<file path="config.mk">
export PLATFORM = sky130hd
export DESIGN_NAME = kmpq_cell
export DESIGN_NICKNAME = d
export VERILOG_FILES = /design/src/kmpq_pkg.sv /design/src/kmpq_cell.sv
export SDC_FILE = /design/constraint.sdc
export NUM_CORES = 1
export LEC_CHECK = 0
export BUFFER_PORTS_ARGS = -buffer_cell sky130_fd_sc_hd__clkbuf_2
export CAP_MARGIN = 10
export CORE_UTILIZATION = 44
export CTS_CLUSTER_DIAMETER = 60
export DETAILED_ROUTE_END_ITERATION = 8
export PLACE_DENSITY_LB_ADDON = 0.25
export SYNTH_ARGS = -nofsm -noshare
export SYNTH_HDL_FRONTEND = slang
export SYNTH_SLANG_ARGS = --single-unit
</file>
<file path="constraint.sdc">
create_clock -name clk -period 5.39 [get_ports clk]
set_clock_uncertainty 0.05 [all_clocks]
set_input_delay 1.078 -clock clk [delete_from_list [all_inputs] [get_ports clk]]
set_output_delay 1.078 -clock clk [all_outputs]
set_load 0.005 [all_outputs]
</file>
<file path="src/kmpq_pkg.sv">
// Package: types, constants and the record ordering of the keyed max priority queue.
package kmpq_pkg;

	localparam int CAPACITY = 256;
	localparam int CNT_W    = $clog2(CAPACITY + 1);

	typedef enum logic [1:0] {
		OP_SILENT_INSERT = 2'd0,
		OP_INSERT_REPORT = 2'd1,
		OP_PEEK          = 2'd2,
		OP_POP           = 2'd3
	} op_t;

	typedef enum logic [1:0] {
		ST_TOP   = 2'd0,
		ST_EMPTY = 2'd1,
		ST_FULL  = 2'd2
	} status_t;

	typedef struct packed {
		logic [1:0]  operation;
		logic [15:0] score;
		logic [15:0] record_id;
		logic [15:0] name_tag;
	} in_t;

	typedef struct packed {
		logic [1:0]  status;
		logic [15:0] top_score;
		logic [15:0] top_id;
		logic [15:0] top_tag;
	} out_t;

	typedef struct packed {
		logic [15:0] score;
		logic [15:0] id;
		logic [15:0] tag;
	} rec_t;

	// Per-cell control broadcast from the top level.
	typedef struct packed {
		logic insert;   // an insert goes into the queue this cycle
		logic pop;      // the head record leaves this cycle
		logic occupied; // the cell holds a record
		logic at_end;   // the cell is the first free one
	} cell_ctl_t;

	// True when a strictly outranks b: higher score, then lower id.
	function automatic logic outranks(input rec_t a, input rec_t b);
		return (a.score > b.score) || ((a.score == b.score) && (a.id < b.id));
	endfunction

endpackage

</file>
<file path="src/kmpq_cell.sv">
// One cell of the sorted chain: holds a record, takes the new one, its left or right neighbor's.
module kmpq_cell import kmpq_pkg::*; (
	input  logic      clk,
	input  cell_ctl_t ctl,
	input  rec_t      new_rec,
	input  rec_t      prev_rec,
	input  logic      prev_le,
	input  rec_t      next_rec,
	output rec_t      rec,
	output logic      le
);

	rec_t rec_q;

	// The new record lands here or further left.
	assign le  = ctl.at_end || (ctl.occupied && outranks(new_rec, rec_q));
	assign rec = rec_q;

	always_ff @(posedge clk) begin
		if (ctl.insert) begin
			if (prev_le) begin
				rec_q <= prev_rec;
			end else if (le) begin
				rec_q <= new_rec;
			end
		end else if (ctl.pop) begin
			rec_q <= next_rec;
		end
	end

endmodule

</file>
== Yosys cells after proc, flatten, opt, wreduce, memory -nomap -nowiden ==
Index checks and enable logic that the tools add are counted.

* Reductions and logical operators: 6
* Magnitude comparators: 2
* Equal/unequal tests: 2
* Mux-type cells: 4

{| class="wikitable"
|+ Operators by type and width
! operator !! number
|-
| $mux W48 || 4
|-
| $eq A16 B16 Y1 || 1
|-
| $gt A16 B16 Y1 || 1
|-
| $lt A16 B16 Y1 || 1
|-
| $ne A3 B1 Y1 const B || 1
|-
| $logic_and A1 B1 Y1 || 2
|-
| $logic_or A1 B1 Y1 || 2
|-
| $reduce_and A2 Y1 || 1
|-
| $reduce_bool A2 Y1 || 1
|}

* Output and inout bits: 49
* Word-level logic and storage cells: 17
* Register bits after elaboration: 48
* Bits of input ports: 150

== Longest topological paths before layout ==
* Depth after elaboration: 8
* Mapped depth: 8
* Gate-level depth less buffers: 8

== Least setup slack after synthesis ==
No wires, ideal clock.

* Path kind: input -> register
* From: in new_rec[21] (netlist name)
* To: reg rec_q (netlist bit rec[0]) (enable)
* Data arrival time: 3.652 ns
* Path slack: 1.266 ns
* Data required time: 4.918 ns
* Library setup time: 0.422 ns
* Stages: 7
* Buffers on the path: 0
* Path through: ha_1 a21o_1 a221o_1 a31oi_1 o211a_1 o32ai_2 a21oi_2

* Longest elaborated chain between the ends: 7

{| class="wikitable"
|+ RTL lines
! element !! RTL line !! text
|-
| start: declaration || kmpq_cell.sv:5 || <nowiki>input rec_t new_rec,</nowiki>
|-
| $lt A16 B16 Y1 || kmpq_pkg.sv:50 || <nowiki>return (a.score > b.score) || ((a.score == b.score) && (a.id < b.id));</nowiki>
|-
| $logic_and A1 B1 Y1 || kmpq_pkg.sv:50 ||
|-
| $logic_or A1 B1 Y1 || kmpq_pkg.sv:50 ||
|-
| $logic_and A1 B1 Y1 || kmpq_cell.sv:16 || <nowiki>assign le = ctl.at_end || (ctl.occupied && outranks(new_rec, rec_q));</nowiki>
|-
| $logic_or A1 B1 Y1 || kmpq_cell.sv:16 ||
|-
| $ne A3 B1 Y1 (no line) || n/a ||
|-
| $reduce_and A2 Y1 (no line) || n/a ||
|-
| end signal: assignment || kmpq_cell.sv:22 || <nowiki>rec_q <= prev_rec;</nowiki>
|-
| end signal: assignment || kmpq_cell.sv:24 || <nowiki>rec_q <= new_rec;</nowiki>
|-
| end signal: assignment || kmpq_cell.sv:27 || <nowiki>rec_q <= next_rec;</nowiki>
|-
| end: declaration || kmpq_cell.sv:13 || <nowiki>rec_t rec_q;</nowiki>
|}

No other way between the ends.
A chain may end at the register's enable or synchronous reset.

== Worst setup path after layout ==
* From: in new_rec[46] (netlist name)
* To: out le

* Longest elaborated chain between the ends: 5
* Elaborated cells on any way between the ends: 6
* Classes of those cells: order compare (1); eq/ne (1); reduce/logical (4)

{| class="wikitable"
|+ RTL lines
! element !! RTL line !! text
|-
| parallel branches: the longest is 2 deep, another holds $gt A16 B16 Y1 || n/a ||
|-
| $logic_or A1 B1 Y1 * || kmpq_pkg.sv:50 ||
|-
| $logic_and A1 B1 Y1 * || kmpq_cell.sv:16 ||
|-
| $logic_or A1 B1 Y1 * || kmpq_cell.sv:16 ||
|-
| end: declaration || kmpq_cell.sv:10 || <nowiki>output logic le</nowiki>
|}

Mark *: on every way between the ends.

==> impl_metrics.toml <==
[run_status]
outcome = "completed"

[critical_path]
r2r_end = "rec[4]$_DFFE_PP_"
crit_type = "input port to primary output"
cp-startpoint = "new_rec[46]"
worstReg2RegStart = "rec[22]$_DFFE_PP_"
end_kind = "primary output"
crit_arrival_ns = 2.71
startpoint_type = "input port"
required_ns = 4.26
reg2regPathDepth = 9
rrSetupSlack_ns = 2.38
crit_end = "le"
crit_fanout = 3

[global_routing]
grt-ovfl-total = 0
grt_most_used_layer = "met2"
grt_pass1_vias = 2810
globalRouteMet3Util_pct = 5.09
met2_usage_pct = 38.3
antenna_found_initial = 0
grt_pass1_wl_um = 12400
grtUsageTotal_pct = 20.8
met1_usage_pct = 23.7
grt_max_degree = 97

[clocking]
cts.path.max_buffers = 2
clock_latency_ns = 0.30
htreeDepth = 2
cts_buffers = 5
cts_tree = "yes"
path_clk_slew_ns = 0.10
numClockSinks = 48
cts_resized = 0
cts_hold_buf = 0
root_buffer = "clkbuf_8"
cts_setup_buffers = 0

[worst_hold_path]
hp-class = "input port to flop"
hold_depth = 3
worstHoldStart = "next_rec[42]"

[route]
dr.first_iter.drc_count = 54
vias = 2991
dr.pass1.iters = 6
drt.antenna.violating_nets = 0
routed_via_density = 4.90
wl_um = 8010
drc_errors = 0
routedWlPerCell_um = 13.1

[power_and_ir_drop]
ir_drop_mv = 0.142
leakage_uw = 0.00233
power_density_nw_per_um2 = 216

[sta]
setup_viol = 0
rsz0062_at_grt = "no"
fin_worst_hold_slack_ns = 1.04
hold_violations = 0
worst_pin_slew_ns = 0.874
fin_crit_ns = 3.84
max_freq_ghz = 0.260
setup_tns_ns = 0
fin_crit_sh_pct = 71.2
drv_slew = 0
slew_headroom_pct = 41.7

[finish]
drive_above_1_share_pct = 40.8
insertedDiodeCount = 0
syn_to_final_growth_pct = 35.9
final_cell_mix = "196 x clkbuf_2, 58 x a21oi_1, 52 x nor2_1, 48 x mux2i_1, 48 x edfxtp_1"
fin_nets = 695
largest_reg_flops = 48
final_common_cell = "clkbuf_2"

[synth]
ys_types = 31
syn-num-nets = 504
syn_avg_cell_area_um2 = 10.0
seq_area_frac_synth_pct = 44.5
ys_warn_count = 0
synth_area_um2 = 3240
syn_inst = 323
ys_ff_latch = 48

[floorplanning]
start_util_pct = 46.6
core_area_um2 = 6940
num_rows = 30
dieHeight_um = 87.8
die-area_um2 = 7700
die_x_um = 87.8
ios = 199

[run]
drv_cap = 0

[placement]
place_congestion = 0.779
port_buffers = 198
dpl.hpwl_um = 6380
==> power by group <==
part	internal [µW]	switching (µW)	total (µW)
logic	130	132	262
clock network	90.4	124	214
registers	458	14.7	473
==> synth_stat cells (all sizes together) <==
cell	instances	area share (%)
inv	31	3.6
nor2b	1	0.19
clkbuf	9	1.0
nor4	1	0.19
ha	31	12
a21boi	1	0.23
nor3b	1	0.23
and3	1	0.19
nor3	2	0.31
nor2	52	6.0
a21o	2	0.46
edfxtp	48	45
nand4	3	0.58
nand3	3	0.46
o31a	1	0.27
and4	1	0.27
o32ai	1	0.50
buf	8	1.2
mux2i	48	15
nand2b	2	0.39
a31oi	1	0.19
o21ai	3	0.46
a21oi	59	9.2
o211a	1	0.31
a221o	2	0.62
nand2	8	0.93
a22oi	1	0.23
nor4b	1	0.46
==> metal layers <==
metal,up-vias,part of all wire [%]
met3,10,7.2
li1,1543,-
met1,1315,42
met5,-,0
met4,0,1.6
met2,123,49
==> area by class of cell <==
type / instances / area [µm²]
fill: 627 / 2540
multi-input combinational: 227 / 1610
sequential: 48 / 1440
timing repair buffer: 201 / 1030
tap: 96 / 120
inverter: 31 / 116
clock buffer: 6 / 72.6
clock inverter: 2 / 11.3
==> how the worst min path moves through the flow <==
stage / slack [ns] / end
floorplan: 1.25 / rec[0]$_DFFE_PP_
global placement: 1.35 / rec[46]$_DFFE_PP_
detailed placement: 1.35 / rec[19]$_DFFE_PP_
CTS: 1.04 / rec[45]$_DFFE_PP_
global route: 1.06 / rec[7]$_DFFE_PP_
finish: 1.04 / rec[42]$_DFFE_PP_
==> critical path: stages <==
cell and delay (ns):
clkbuf_2 0.10, ha_1 0.33, a21oi_1 0.17, nand2_1 0.08, a221o_1 0.37, o32ai_2 0.37, nand2b_1 0.10, clkbuf_2 0.12
==> cells by family after synthesis <==
logic type      Yosys count  share of synthesized area, %
flops                    48                          44.5
buf+inv                  48                          5.88
simple gates             76                          10.2
fa+ha+maj                31                          12.0
compound gates           72                          12.5
mux                      48                          14.8
==> metrics by stage <==
stage | setup slack [ns] | power (µW) | utilization [%] | cell area, µm² | std cells
finish | 1.55 | 949 | 63.4 | 4400 | 611
global route | 1.32 | 1010 | 63.4 | 4400 | 611
CTS | 1.52 | 957 | 63.4 | 4400 | 611
detailed placement | 1.53 | 746 | 62.2 | 4320 | 603
global placement | 1.54 | 737 | 62.2 | 4320 | 603
floorplan | 1.27 | 616 | - | 3240 | 323
(Power assumes the default switching activity.)
